<file path="src/rtl/srd_pkg.sv">
`timescale 1ns / 1ps
`default_nettype none
// Shared types and constants for the silence run detector.
// No dependencies; every other file in rtl/ refers to this package.

package srd_pkg;

  // Default sizes handed to the top-level parameters.
  localparam int FRAME_BITS_DEF  = 32;
  localparam int SAMPLE_BITS_DEF = 24;

  // Fixed widths of the configuration registers and the result fields.
  localparam int THR_W   = 24;
  localparam int MINF_W  = 24;
  localparam int REG_W   = 32;
  localparam int ADDR_W  = 4;
  localparam int OUT_W   = 32;
  localparam int OUT_TDATA_W = 2 * OUT_W;

  typedef enum logic [1:0] {
    REG_THRESHOLD    = 2'd0,
    REG_MIN_FRAMES   = 2'd1,
    REG_TRIM_MODE    = 2'd2,
    REG_REGION_START = 2'd3
  } reg_idx_t;

  typedef struct packed {
    logic [THR_W-1:0]  threshold;
    logic [MINF_W-1:0] min_frames;
    logic              trim_mode;
    logic [OUT_W-1:0]  region_start;
  } cfg_t;

  typedef struct packed {
    logic frame_end;
    logic region_end;
  } flags_t;

endpackage

`default_nettype wire

</file>
<file path="src/rtl/srd_cfg_regs.sv">
`timescale 1ns / 1ps
`default_nettype none
// APB-style register file for the silence run detector settings.
// Depends on srd_pkg for the register map and the settings struct.

module srd_cfg_regs (
  input  wire logic                       clk,
  input  wire logic                       rst_n,
  input  wire logic                       cfg_psel,
  input  wire logic                       cfg_penable,
  input  wire logic                       cfg_pwrite,
  input  wire logic [srd_pkg::ADDR_W-1:0] cfg_paddr,
  input  wire logic [srd_pkg::REG_W-1:0]  cfg_pwdata,
  output logic      [srd_pkg::REG_W-1:0]  cfg_prdata,
  output logic                            cfg_pready,
  output srd_pkg::cfg_t                   cfg
);

  srd_pkg::cfg_t     cfg_r;
  srd_pkg::cfg_t     cfg_nxt;
  srd_pkg::reg_idx_t idx;
  logic              wr_en;

  assign idx        = srd_pkg::reg_idx_t'(cfg_paddr[srd_pkg::ADDR_W-1:2]);
  assign cfg_pready = 1'b1;
  assign wr_en      = cfg_psel && cfg_penable && cfg_pwrite && cfg_pready;
  assign cfg        = cfg_r;

  always_comb begin
    cfg_nxt = cfg_r;
    if (wr_en) begin
      unique case (idx)
        srd_pkg::REG_THRESHOLD:    cfg_nxt.threshold    = cfg_pwdata[srd_pkg::THR_W-1:0];
        srd_pkg::REG_MIN_FRAMES:   cfg_nxt.min_frames   = cfg_pwdata[srd_pkg::MINF_W-1:0];
        srd_pkg::REG_TRIM_MODE:    cfg_nxt.trim_mode    = cfg_pwdata[0];
        srd_pkg::REG_REGION_START: cfg_nxt.region_start = cfg_pwdata[srd_pkg::OUT_W-1:0];
        default:                   cfg_nxt = cfg_r;
      endcase
    end
  end

  always_comb begin
    unique case (idx)
      srd_pkg::REG_THRESHOLD:    cfg_prdata = srd_pkg::REG_W'(cfg_r.threshold);
      srd_pkg::REG_MIN_FRAMES:   cfg_prdata = srd_pkg::REG_W'(cfg_r.min_frames);
      srd_pkg::REG_TRIM_MODE:    cfg_prdata = srd_pkg::REG_W'(cfg_r.trim_mode);
      srd_pkg::REG_REGION_START: cfg_prdata = srd_pkg::REG_W'(cfg_r.region_start);
      default:                   cfg_prdata = '0;
    endcase
  end

  always_ff @(posedge clk) begin
    if (!rst_n) begin
      cfg_r.threshold    <= '0;
      cfg_r.min_frames   <= srd_pkg::MINF_W'(1);
      cfg_r.trim_mode    <= 1'b0;
      cfg_r.region_start <= '0;
    end else begin
      cfg_r <= cfg_nxt;
    end
  end

endmodule

`default_nettype wire

</file>
<file path="src/rtl/srd_mag_stage.sv">
`timescale 1ns / 1ps
`default_nettype none
// Input register stage: takes one sample word and holds its magnitude and flags.
// Depends on srd_pkg for the flag struct.

module srd_mag_stage #(
  parameter int SAMPLE_BITS = srd_pkg::SAMPLE_BITS_DEF
) (
  input  wire logic                   clk,
  input  wire logic                   rst_n,
  input  wire logic                   in_tvalid,
  output logic                        in_tready,
  input  wire logic [SAMPLE_BITS-1:0] in_sample,
  input  srd_pkg::flags_t             in_flags,
  input  wire logic                   advance,
  output logic                        s1_valid,
  output logic      [SAMPLE_BITS-1:0] s1_mag,
  output srd_pkg::flags_t             s1_flags
);

  logic                   valid_r, valid_nxt;
  logic [SAMPLE_BITS-1:0] mag_r, mag_nxt;
  srd_pkg::flags_t        flags_r;
  logic                   take;

  // The most negative sample maps to 2^(SAMPLE_BITS-1), which still fits unsigned.
  assign mag_nxt   = in_sample[SAMPLE_BITS-1] ? (~in_sample + SAMPLE_BITS'(1)) : in_sample;
  assign in_tready = !valid_r || advance;
  assign take      = in_tvalid && in_tready;

  always_comb begin
    valid_nxt = valid_r;
    if (in_tready) begin
      valid_nxt = in_tvalid;
    end
  end

  always_ff @(posedge clk) begin
    if (!rst_n) begin
      valid_r <= 1'b0;
    end else begin
      valid_r <= valid_nxt;
    end
  end

  always_ff @(posedge clk) begin
    if (take) begin
      mag_r   <= mag_nxt;
      flags_r <= in_flags;
    end
  end

  assign s1_valid = valid_r;
  assign s1_mag   = mag_r;
  assign s1_flags = flags_r;

endmodule

`default_nettype wire

</file>
<file path="src/rtl/srd_run_tracker.sv">
`timescale 1ns / 1ps
`default_nettype none
// Frame peak, silent-run state and the result register.
// Depends on srd_pkg for the settings and flag structs.

module srd_run_tracker #(
  parameter int FRAME_BITS  = srd_pkg::FRAME_BITS_DEF,
  parameter int SAMPLE_BITS = srd_pkg::SAMPLE_BITS_DEF
) (
  input  wire logic                        clk,
  input  wire logic                        rst_n,
  input  srd_pkg::cfg_t                    cfg,
  input  wire logic                        s1_valid,
  input  wire logic [SAMPLE_BITS-1:0]      s1_mag,
  input  srd_pkg::flags_t                  s1_flags,
  output logic                             advance,
  output logic                             out_tvalid,
  input  wire logic                        out_tready,
  output logic      [srd_pkg::OUT_W-1:0]   out_run_start,
  output logic      [srd_pkg::OUT_W-1:0]   out_run_length,
  output logic                             out_run_valid,
  output logic                             out_region_done
);

  localparam int CMP_W = (SAMPLE_BITS > srd_pkg::THR_W) ? SAMPLE_BITS : srd_pkg::THR_W;
  localparam int LEN_W = (FRAME_BITS > srd_pkg::MINF_W) ? FRAME_BITS : srd_pkg::MINF_W;

  logic [SAMPLE_BITS-1:0] peak_r, peak_nxt;
  logic                   in_run_r, in_run_nxt;
  logic [FRAME_BITS-1:0]  begin_r, begin_nxt;
  logic [FRAME_BITS-1:0]  fofs_r, fofs_nxt;

  logic                      out_valid_r, out_valid_nxt;
  logic [srd_pkg::OUT_W-1:0] out_start_r, out_start_nxt;
  logic [srd_pkg::OUT_W-1:0] out_len_r, out_len_nxt;
  logic                      out_rv_r, out_rv_nxt;
  logic                      out_done_r, out_done_nxt;

  logic                     fire;
  logic                     silent;
  logic                     run_open;
  logic                     run_shut;
  logic                     still_open;
  logic [LEN_W-1:0]         minf;
  logic [FRAME_BITS-1:0]    len_close;
  logic [FRAME_BITS-1:0]    len_end;
  logic [FRAME_BITS-1:0]    begin_eff;
  logic                     have_close;
  logic                     have_end;
  logic [FRAME_BITS-1:0]    res_begin;
  logic [FRAME_BITS-1:0]    res_len;
  logic                     res_have;

  assign advance = !out_valid_r || out_tready;
  assign fire    = s1_valid && advance;

  // The peak including this sample is silent only when both parts are.
  assign silent = (CMP_W'(peak_r) <= CMP_W'(cfg.threshold)) &&
                  (CMP_W'(s1_mag) <= CMP_W'(cfg.threshold));

  assign minf = (cfg.min_frames == '0) ? LEN_W'(1) : LEN_W'(cfg.min_frames);

  assign run_open   = silent && !in_run_r;
  assign run_shut   = !silent && in_run_r;
  assign still_open = run_open || (in_run_r && !run_shut);
  assign begin_eff  = run_open ? fofs_r : begin_r;

  assign len_close = fofs_r - begin_r;
  assign len_end   = run_open ? FRAME_BITS'(1) : (fofs_r + FRAME_BITS'(1) - begin_r);

  assign have_close = run_shut && (LEN_W'(len_close) >= minf) &&
                      (!cfg.trim_mode || (begin_r == '0));
  // A run still open at the last frame is reported in either mode.
  assign have_end   = s1_flags.region_end && still_open && (LEN_W'(len_end) >= minf);

  always_comb begin
    priority if (have_close) begin
      res_have  = 1'b1;
      res_begin = begin_r;
      res_len   = len_close;
    end else if (have_end) begin
      res_have  = 1'b1;
      res_begin = begin_eff;
      res_len   = len_end;
    end else begin
      res_have  = 1'b0;
      res_begin = '0;
      res_len   = '0;
    end
  end

  always_comb begin
    peak_nxt      = peak_r;
    in_run_nxt    = in_run_r;
    begin_nxt     = begin_r;
    fofs_nxt      = fofs_r;
    out_valid_nxt = out_valid_r;
    out_start_nxt = out_start_r;
    out_len_nxt   = out_len_r;
    out_rv_nxt    = out_rv_r;
    out_done_nxt  = out_done_r;
    if (advance) begin
      out_valid_nxt = 1'b0;
    end
    if (fire) begin
      if (!s1_flags.frame_end) begin
        if (s1_mag > peak_r) begin
          peak_nxt = s1_mag;
        end
      end else begin
        peak_nxt      = '0;
        out_start_nxt = res_have ? (cfg.region_start + srd_pkg::OUT_W'(res_begin)) : '0;
        out_len_nxt   = res_have ? srd_pkg::OUT_W'(res_len) : '0;
        out_rv_nxt    = res_have;
        out_done_nxt  = s1_flags.region_end;
        if (s1_flags.region_end) begin
          in_run_nxt    = 1'b0;
          begin_nxt     = '0;
          fofs_nxt      = '0;
          out_valid_nxt = 1'b1;
        end else begin
          in_run_nxt    = still_open;
          begin_nxt     = begin_eff;
          fofs_nxt      = fofs_r + FRAME_BITS'(1);
          out_valid_nxt = res_have;
        end
      end
    end
  end

  always_ff @(posedge clk) begin
    if (!rst_n) begin
      peak_r      <= '0;
      in_run_r    <= 1'b0;
      begin_r     <= '0;
      fofs_r      <= '0;
      out_valid_r <= 1'b0;
    end else begin
      peak_r      <= peak_nxt;
      in_run_r    <= in_run_nxt;
      begin_r     <= begin_nxt;
      fofs_r      <= fofs_nxt;
      out_valid_r <= out_valid_nxt;
    end
  end

  always_ff @(posedge clk) begin
    out_start_r <= out_start_nxt;
    out_len_r   <= out_len_nxt;
    out_rv_r    <= out_rv_nxt;
    out_done_r  <= out_done_nxt;
  end

  assign out_tvalid      = out_valid_r;
  assign out_run_start   = out_start_r;
  assign out_run_length  = out_len_r;
  assign out_run_valid   = out_rv_r;
  assign out_region_done = out_done_r;

  a_region_restart: assert property (@(posedge clk) disable iff (!rst_n)
    fire && s1_flags.frame_end && s1_flags.region_end
    |=> fofs_r == '0 && begin_r == '0 && !in_run_r && out_valid_r && out_done_r)
    else $error("region end did not restart run state or emit a closing word");

  a_peak_cleared: assert property (@(posedge clk) disable iff (!rst_n)
    fire && s1_flags.frame_end |=> peak_r == '0)
    else $error("frame peak not cleared at frame end");

  a_no_mid_frame_word: assert property (@(posedge clk) disable iff (!rst_n)
    fire && !s1_flags.frame_end |=> !out_valid_r)
    else $error("result word produced by a sample that does not end a frame");

  a_empty_word_zero: assert property (@(posedge clk) disable iff (!rst_n)
    out_valid_r && !out_rv_r |-> out_start_r == '0 && out_len_r == '0 && out_done_r)
    else $error("word without a run is not an empty closing marker");

endmodule

`default_nettype wire

</file>
<file path="src/rtl/silence_run_detector.sv">
`timescale 1ns / 1ps
`default_nettype none
// Top level of the silence run detector: stream ports, APB settings and two stages.
// Depends on srd_pkg, srd_cfg_regs, srd_mag_stage and srd_run_tracker.

// The block takes one channel-interleaved audio sample per clock unless the output
// stalls, and keeps the peak magnitude of the current frame; at the word that ends
// a frame it decides whether the frame is silent (peak at most threshold) and
// follows runs of silent frames. A run of at least min_frames frames comes out as
// one word with its absolute start frame (region_start plus the offset in the
// region) and its length; with trim_mode set only a run that starts at the region's
// first frame or is still open at its last frame is reported. The frame that ends a
// region always yields one closing word with region_done set, carrying the trailing
// run or an empty marker. Throughput is one sample per cycle unless the output
// stalls; a result passes the input register (magnitude), then the result register
// (run logic). A stalled output holds the pipeline, and at most one more sample is
// taken while a result waits. No clearing pass after reset.

module silence_run_detector #(
  parameter int FRAME_BITS  = srd_pkg::FRAME_BITS_DEF,
  parameter int SAMPLE_BITS = srd_pkg::SAMPLE_BITS_DEF
) (
  input  wire logic                             clk,
  input  wire logic                             rst_n,
  // in_tdata: [SAMPLE_BITS-1:0] sample, upper bits zero pad.
  input  wire logic [((SAMPLE_BITS+7)/8)*8-1:0] in_tdata,
  input  wire logic                             in_tvalid,
  output logic                                  in_tready,
  input  wire logic                             in_tlast,   // frame_end
  input  wire logic                             in_tuser,   // region_end
  // out_tdata: [31:0] run_start, [63:32] run_length.
  output logic      [srd_pkg::OUT_TDATA_W-1:0]  out_tdata,
  output logic                                  out_tvalid,
  input  wire logic                             out_tready,
  output logic                                  out_tlast,  // region_done
  output logic                                  out_tuser,  // run_valid
  input  wire logic                             cfg_psel,
  input  wire logic                             cfg_penable,
  input  wire logic                             cfg_pwrite,
  input  wire logic [srd_pkg::ADDR_W-1:0]       cfg_paddr,
  input  wire logic [srd_pkg::REG_W-1:0]        cfg_pwdata,
  output logic      [srd_pkg::REG_W-1:0]        cfg_prdata,
  output logic                                  cfg_pready
);

  srd_pkg::cfg_t             cfg;
  srd_pkg::flags_t           in_flags;
  srd_pkg::flags_t           s1_flags;
  logic                      s1_valid;
  logic [SAMPLE_BITS-1:0]    s1_mag;
  logic                      advance;
  logic [srd_pkg::OUT_W-1:0] run_start;
  logic [srd_pkg::OUT_W-1:0] run_length;

  assign in_flags.frame_end  = in_tlast;
  assign in_flags.region_end = in_tuser;

  srd_cfg_regs u_cfg (
    .clk         (clk),
    .rst_n       (rst_n),
    .cfg_psel    (cfg_psel),
    .cfg_penable (cfg_penable),
    .cfg_pwrite  (cfg_pwrite),
    .cfg_paddr   (cfg_paddr),
    .cfg_pwdata  (cfg_pwdata),
    .cfg_prdata  (cfg_prdata),
    .cfg_pready  (cfg_pready),
    .cfg         (cfg)
  );

  srd_mag_stage #(
    .SAMPLE_BITS (SAMPLE_BITS)
  ) u_mag (
    .clk       (clk),
    .rst_n     (rst_n),
    .in_tvalid (in_tvalid),
    .in_tready (in_tready),
    .in_sample (in_tdata[SAMPLE_BITS-1:0]),
    .in_flags  (in_flags),
    .advance   (advance),
    .s1_valid  (s1_valid),
    .s1_mag    (s1_mag),
    .s1_flags  (s1_flags)
  );

  srd_run_tracker #(
    .FRAME_BITS  (FRAME_BITS),
    .SAMPLE_BITS (SAMPLE_BITS)
  ) u_track (
    .clk             (clk),
    .rst_n           (rst_n),
    .cfg             (cfg),
    .s1_valid        (s1_valid),
    .s1_mag          (s1_mag),
    .s1_flags        (s1_flags),
    .advance         (advance),
    .out_tvalid      (out_tvalid),
    .out_tready      (out_tready),
    .out_run_start   (run_start),
    .out_run_length  (run_length),
    .out_run_valid   (out_tuser),
    .out_region_done (out_tlast)
  );

  assign out_tdata = {run_length, run_start};

endmodule

`default_nettype wire

</file>
<file path="config.mk">
export PLATFORM = sky130hd
export DESIGN_NAME = silence_run_detector
export DESIGN_NICKNAME = d
export VERILOG_FILES = /design/src/rtl/srd_pkg.sv /design/src/rtl/srd_cfg_regs.sv /design/src/rtl/srd_mag_stage.sv /design/src/rtl/srd_run_tracker.sv /design/src/rtl/silence_run_detector.sv
export SDC_FILE = /design/constraint.sdc
export NUM_CORES = 1
export LEC_CHECK = 0
export ABC_AREA = 1
export ABC_CLOCK_PERIOD_IN_PS = 11550
export BUFFER_PORTS_ARGS = -buffer_cell sky130_fd_sc_hd__buf_2
export CAP_MARGIN = 10
export CORE_MARGIN = 2
export CORE_UTILIZATION = 55
export CTS_CLUSTER_SIZE = 25
export DETAILED_ROUTE_END_ITERATION = 8
export PLACE_DENSITY = 0.77
export SLEW_MARGIN = 40
export SYNTH_ARGS = -nofsm -noshare
export SYNTH_HDL_FRONTEND = slang
export SYNTH_SLANG_ARGS = --single-unit
</file>
<file path="constraint.sdc">
create_clock -name clk -period 11.55 [get_ports clk]
set_input_delay 1.155 -clock clk [delete_from_list [all_inputs] [get_ports clk]]
set_output_delay 1.155 -clock clk [all_outputs]
set_load 0.005 [all_outputs]
</file>
==> out/results.tsv, run 1 <==
metric	value	unit
Die Y	197	um
R2R Setup Slk	2690	ps
initial antenna violation count	3	
CTS tree	done	
status	finished clean	
layout cell share with drive strength beyond 1	9.91	%
clock power share	43.6	%
FF-to-FF End	u_track.out_run_start[25]	
hold buffers post-CTS	0	
top cells by area, synth	dfxtp_1 17%, nand2_1 14%, edfxtp_1 13%	
Routed Wire Length	67.6	mm
Area growth, synth to finish	10.7	%
Hold WC Path Type	reg -> reg	
Max Fanout on Critical Path	34	
Worst path max stage delay	490	ps
hold path depth	2	
Mapped Nets	3291	
DR vias	20800	
stages on the worst setup path	45	
vias in the first global route	19600	
clock root cell	clkbuf_16	
switching share of power	28.6	%
Synth Instances	3004	
GR Overflow Total	0	
Max-Cap Viols	0	
startpoint type of the worst setup path	register	
First DRT Iteration DRCs	1746	
HPWL Detailed	53.1	mm
delay-heaviest family, CP	simple AND/OR/NAND/NOR gates	
number of top-level pins	170	
WL/cell	18.7	um
CTS Buffer Depth	3	
Filler cells	3422	
Fin Setup TNS	0	ps
count of final hold-check violations	0	
CTS sink count	264	
GPL Wtd Cong	0.970	
critical setup path kind	reg -> reg	
Hold Crit Start	u_track.begin_r[9]	
DR pass1 iterations	6	
CORE AREA	36700	um^2
Post-synth EDFFs	92	
worst-margin pin slew	822	ps
crit path max-delay cell type	dfxtp_1	
worst reg2reg path startpoint	u_track.fofs_r[1]	
most used cell, CP	nand2_1	
mapped cell area	20600	um^2
Top FF cell, synth	dfxtp_1	
data arrival time of the critical path	9200	ps
H-tree depth	1	
Die ar.	38900	um^2
Comb pwr share	13.0	%
Port Buffer Count	166	
Int Power	0.00166	W
Critical Path RT	11890	ps
unrepaired setup endpoints after global routing	false	
largest net degree at the start of global routing	98	
FFs w/ async S/R, synth	0	%
Syn. warnings	0	
drc violations	0	
fin crit period	8860	ps
hold slack	486	ps
Seq pwr share	43.4	%
CTS Buf Count	30	
CP Capture Type	register	
skew final	42.0	ps
Leak	10.9	nW
final core utilization	62.0	%
cell taking the most area after synthesis	dfxtp_1	
Relative slew margins	44.9	%
cts repair resizes	0	
Tot GR Track Use	34.6	%
number of nets with antenna violations after routing	0	
first-pass GRT wire length	106	mm
postcts setup bufs	0	
Synth top area share	16.8	%
layout net count	3412	
fin crit share	76.7	%
max frequency	113	MHz
final setup fails	0	
WHS Endpoint	u_track.begin_r[9]	
sw power	0.000665	W
Clk pin slew, worst setup/hold paths	70	ps
row count	70	
clock latency on the worst-skew pair	630	ps
register area share after synthesis	30.2	%
pwr/cell area	102	nW/um^2
chip width	197	um
effective utilization at floorplan	56.0	%
Max VDD drop	0.000137	V
Netlist cell types	61	
via/cell ratio	5.76	
Pins Over Slew Limit	0	
Synth Area per Inst	6.84	um^2
synthesis-stage register bit count	264	
WP buf/inv	3	
Reg2Reg Depth	45	
## state kept, by name, indices dropped and copies added (netlist names), 2 cells and up
signal / cells
u_track.fofs_r: 32
u_track.peak_r: 24
u_track.out_run_length: 32
u_mag.s1_flags: 2
u_mag.s1_mag: 24
u_track.begin_r: 32
u_cfg.cfg: 81
u_track.out_run_start: 32
## per-stage QoR
stage / instance area [um^2] / instances / worst slack (ps) / total power, W
final: 22800 / 3619 / 2690 / 0.00232
after global routing: 22800 / 3619 / 1890 / 0.00240
after CTS: 22700 / 3617 / 2790 / 0.00232
after detailed placement: 21700 / 3561 / 2840 / 0.00132
after global placement: 21700 / 3561 / 2650 / 0.00131
after floorplan: 20600 / 3004 / 5240 / 0.00122
## power groups by stage
stage	Sequential, W	Combinational (W)	Clock (W)
floorplan	0.00102	0.000203	0
global placement	0.00103	0.000285	0
detailed placement	0.00103	0.000295	0
CTS	0.00101	0.000297	0.00102
global route	0.00101	0.000335	0.00105
finish	0.00101	0.000301	0.00101
## cell type report
type	instances	area (um^2)	area share (%)
flip-flops and latches	264	6210	27.3
clock inverters	15	143	0.627
well taps	468	586	2.57
repair buffers	178	928	4.08
clock buffers	41	905	3.98
diodes	2	5.00	0.0220
multi-input cells	2255	12500	54.9
inverters	396	1490	6.53
## cells in the mapped netlist (3+ instances only)
cell / instances
nand2_1: 792
inv_1: 389
a21oi_1: 300
o21ai_0: 246
nor2_1: 243
ha_1: 215
dfxtp_1: 172
nand3_1: 127
edfxtp_1: 92
clkbuf_1: 66
xor2_1: 58
nor3_1: 39
xnor2_1: 27
o221ai_1: 26
nand4_1: 22
or2_2: 22
nor2_2: 20
a31oi_1: 13
nor4_1: 13
buf_2: 11
nand3b_1: 11
o21a_1: 10
a21o_1: 7
buf_1: 7
o21bai_1: 7
inv_2: 6
nand2_2: 5
nand3_2: 5
o31ai_1: 5
a211oi_1: 3
fa_1: 3
o211ai_1: 3
o21ai_1: 3
## placed cells by master, fill, tap and decap left out, drive strengths merged, types with 2 or more instances in the layout
cell    count
buf       178
diode       2
fa          3
nor2      263
ha        215
nand4      24
clkbuf     41
o211ai      4
dfxtp     172
o31ai       5
clkinv     11
o21a       10
xnor2      27
nor4       16
edfxtp     92
inv       399
a21o        7
a31oi      13
a221oi      2
o21bai      7
or2        23
nand3     132
a211oi      3
nor3       41
o221a       2
a41oi       2
o21ai     250
a21oi     301
xor2       58
nand2     799
o221ai     26
nand3b     11
## layer usage
layer,track usage [%],share of wire [%]
met2,59.4,47
met5,0,0
met3,5.05,7.2
met4,15.0,4.6
met1,43.3,41
## worst max-delay path by stage
stage,from,endpoint,slack (ps)
floorplan,u_track.fofs_r[1],u_track.out_run_start[25],5240
global placement,u_track.fofs_r[1],u_track.out_run_start[25],2650
detailed placement,u_track.fofs_r[1],u_track.out_run_start[25],2840
CTS,u_track.fofs_r[1],u_track.out_run_start[25],2790
global route,u_track.fofs_r[1],u_track.out_run_start[25],1890
finish,u_track.fofs_r[1],u_track.out_run_start[25],2690
## cell families after synthesis
group	Yosys count	synth area share (%)
AO/OA/AOI/OAI	640	16.9
XOR/XNOR	85	3.62
adder cells (fa/ha/maj)	218	13.4
buffers and inverters	485	9.11
flip-flops	264	30.2
other	1	0.0182
AND/OR/NAND/NOR	1311	26.8
## worst min-delay path: stages (launching register included)
cell and delay [ps]:
dfxtp_1 320, nand2_1 60, a21oi_1 60
Note: power is estimated with default switching activity, not from simulation.
==> run 2, diff against run 1 <==
--- a/config.mk
+++ b/config.mk
@@ -5,8 +5,8 @@
 export SDC_FILE = /design/constraint.sdc
 export NUM_CORES = 1
 export LEC_CHECK = 0
-export ABC_AREA = 1
-export ABC_CLOCK_PERIOD_IN_PS = 11550
+export ABC_AREA = 0
+export ABC_CLOCK_PERIOD_IN_PS = 8350
 export BUFFER_PORTS_ARGS = -buffer_cell sky130_fd_sc_hd__buf_2
 export CAP_MARGIN = 10
 export CORE_MARGIN = 2
==> constraint.sdc (replaced) <==
create_clock -name clk -period 8.35 [get_ports clk]
set_input_delay 0.835 -clock clk [delete_from_list [all_inputs] [get_ports clk]]
set_output_delay 0.835 -clock clk [all_outputs]
set_load 0.005 [all_outputs]
==> out/results.tsv, run 2 <==
metric	value	unit	change
first-pass GRT wire length	104	mm	-2.1%
clock root cell	clkbuf_16		
Die ar.	37500	um^2	-3.8%
Syn. warnings	0		unchanged
Filler cells	2824		-17%
WP buf/inv	2		-1
most common cell in the synthesized netlist	nand2_1		
status	finished clean		
fin crit period	8270	ps	-595 ps
FFs w/ async S/R, synth	0	%	unchanged
Multi-input gate area	13100	um^2	+4.8%
layout net count	3065		-10%
unrepaired setup endpoints after global routing	true		
GPL Wtd Cong	0.989		+2.0%
Area growth, synth to finish	26.6	%	
Worst path max stage delay	390	ps	-100 ps
most used cell, CP	o21ai_2		
skew final	36.6	ps	-5.34 ps
critical setup path kind	reg -> reg		
Max Fanout on Critical Path	5		-85%
row count	69		-1.4%
First DRT Iteration DRCs	1638		-6.2%
HPWL Detailed	51.5	mm	-3.0%
Synth Instances	2340		-22%
top post-synthesis cells by count	320 x nand2_1, 215 x ha_1, 172 x dfxtp_1		
ant diodes	0		-2
Port Buffer Count	166		unchanged
drc violations	0		unchanged
top cells by area, synth	dfxtp_1 17%, edfxtp_1 14%, ha_1 14%		
Leak	10.9	nW	-0.33%
startpoint type of the worst setup path	register		
number of top-level pins	170		unchanged
Max VDD drop	0.000213	V	+56%
CTS Buffer Depth	3		unchanged
flip-flop count of the largest register after layout	81		unchanged
Routed Wire Length	66.2	mm	-2.0%
delay-heaviest family, CP	compound AO/OA/AOI/OAI gates		
H-tree depth	1		unchanged
Post-synth EDFFs	92		unchanged
number of nets with antenna violations after routing	0		unchanged
chip width	194	um	-1.9%
CTS sink count	264		unchanged
Tot GR Track Use	34.4	%	-0.25 points
final core utilization	70.5	%	+8.5 points
CP Capture Type	register		
largest net degree at the start of global routing	97		-1.0%
Hold WC Path Type	in -> reg		
synthesis-stage register bit count	264		unchanged
Netlist cell types	85		+39%
Die Y	194	um	-1.9%
worst-margin pin slew	846	ps	+24.3 ps
register area share after synthesis	31.4	%	+1.2 points
WL/cell	20.3	um	+8.7%
Synth top area share	17.4	%	+0.68 points
Max-Cap Viols	0		unchanged
via/cell ratio	5.97		+3.7%
most common cell after layout, fill and taps aside	buf_4		
vias in the first global route	19100		-2.7%
fin crit share	99.0	%	+22 points
register area	6220	um^2	+0.16%
pwr/cell area	126	nW/um^2	+23%
Power, Total	0.00314	W	+35%
CTS tree	done		
initial antenna violation count	1		-2
DR vias	19500		-6.5%
effective utilization at floorplan	55.7	%	-0.34 points
final setup fails	0		unchanged
Top FF cell, synth	dfxtp_1		
Synth Area per Inst	8.44	um^2	+23%
CTS Buf Count	30		unchanged
max frequency	121	MHz	+7.2%
Relative slew margins	43.6	%	-1.3 points
Critical Path RT	8720	ps	-3170 ps
Mapped Nets	2627		-20%
crit path max-delay cell type	or3_4		
count of final hold-check violations	0		unchanged
layout cell share with drive strength beyond 1	26.0	%	+16 points
DR pass1 iterations	6		unchanged
mapped cell area	19800	um^2	-3.9%
commonest non-fill, non-tap cells in the layout	346 x buf_4, 319 x nand2_1, 207 x ha_1		
R2R Setup Slk	80	ps	-2600 ps
cell taking the most area after synthesis	dfxtp_1		
Clk pin slew, worst setup/hold paths	70	ps	about the same
CORE AREA	35500	um^2	-3.3%
data arrival time of the critical path	8640	ps	-560 ps
clock latency on the worst-skew pair	620	ps	about the same
GR Overflow Total	0		unchanged
Pins Over Slew Limit	0		unchanged
run 2: changes by cell type after synthesis, sizes merged, moves of 99 or more:
cell	delta
nand2	-479
inv	-256
a21oi	-186
nor2	-148
a21boi	+107
nand3	-100
o21ai	-99
run 2: layout make-up:
cell class	instances	area share, %
Clock buffer	34	3.23
Clock inverter	21	0.850
Inverter	139	2.09
Multi-Input combinational cell	1821	52.4
Sequential cell	264	24.8
Tap cell	461	2.31
Timing Repair Buffer	522	14.3
run 2: worst paths after layout:
kind,start,cells after the start,endpoint
max,u_track.fofs_r[4],40,u_track.out_run_start[31]
min,in_tuser,1,u_mag.s1_flags[0]
max reg2reg,u_track.fofs_r[4],40,u_track.out_run_start[31]
min reg2reg,u_cfg.cfg[61],2,u_cfg.cfg[61]
run 2: cells by family (layout without fill, tap and decap cells):
logic type | count (synthesis) | after routing | share of synthesized area, %
and+or+nand+nor | 759 | 759 | 18.8
AOI/OAI and AO/OA | 686 | 686 | 23.5
DFF | 264 | 264 | 31.4
buffers and inverters | 255 | 716 | 5.00
adders and majority gates | 218 | 218 | 13.9
xor gates and xnor gates | 130 | 130 | 5.91
muxes | 27 | 27 | 1.44
other | 1 | 1 | 0.0190
run 2: timing repair:
item                       in CTS  in global routing
setup buffers                  14                 12
gates resized for setup        54                 61
hold buffers                    0                  0
pin swaps                      46                 71
setup endpoints to repair      14                 17
run 2: worst register-to-register path, delay by kind of cell, from the launching register on:
kind            cells  cell delay [ps]
compound gates     17             3320
xor+xnor            3              510
flops               1              340
fa+ha+maj           3              720
simple gates       15             2840
buf+inv             2              310
run 2: stage by stage:
step                      hold WS, ps  setup slack [ps]  cell area [um^2]  setup TNS (ps)  instances
after detailed placement          480              -625             23300           -4130       3182
after floorplan                   448              73.4             19800               0       2340
after CTS                         383              -114             24600            -352       3251
after global placement            469              -383             23300           -1860       3180
after global routing              377              -357             25000           -1720       3262
final                             393              83.2             25000               0       3262
run 2: power by group:
group / total (W) / switching (W) / leakage (nW) / internal [W]
logic: 0.000389 / 0.000216 / 8.12 / 0.000173
clock network: 0.00137 / 0.000601 / 0.497 / 0.000766
registers: 0.00138 / 0.0000257 / 2.24 / 0.00136
total: 0.00314 / 0.000842 / 10.9 / 0.00230
run 2: per-layer routing:
layer,GRT usage [%],routed length [um],share of wire (%)
met4,20.0,4190,6.3
met5,0,0,0
met1,45.1,28000,42
met3,3.50,4530,6.8
met2,55.3,29600,45
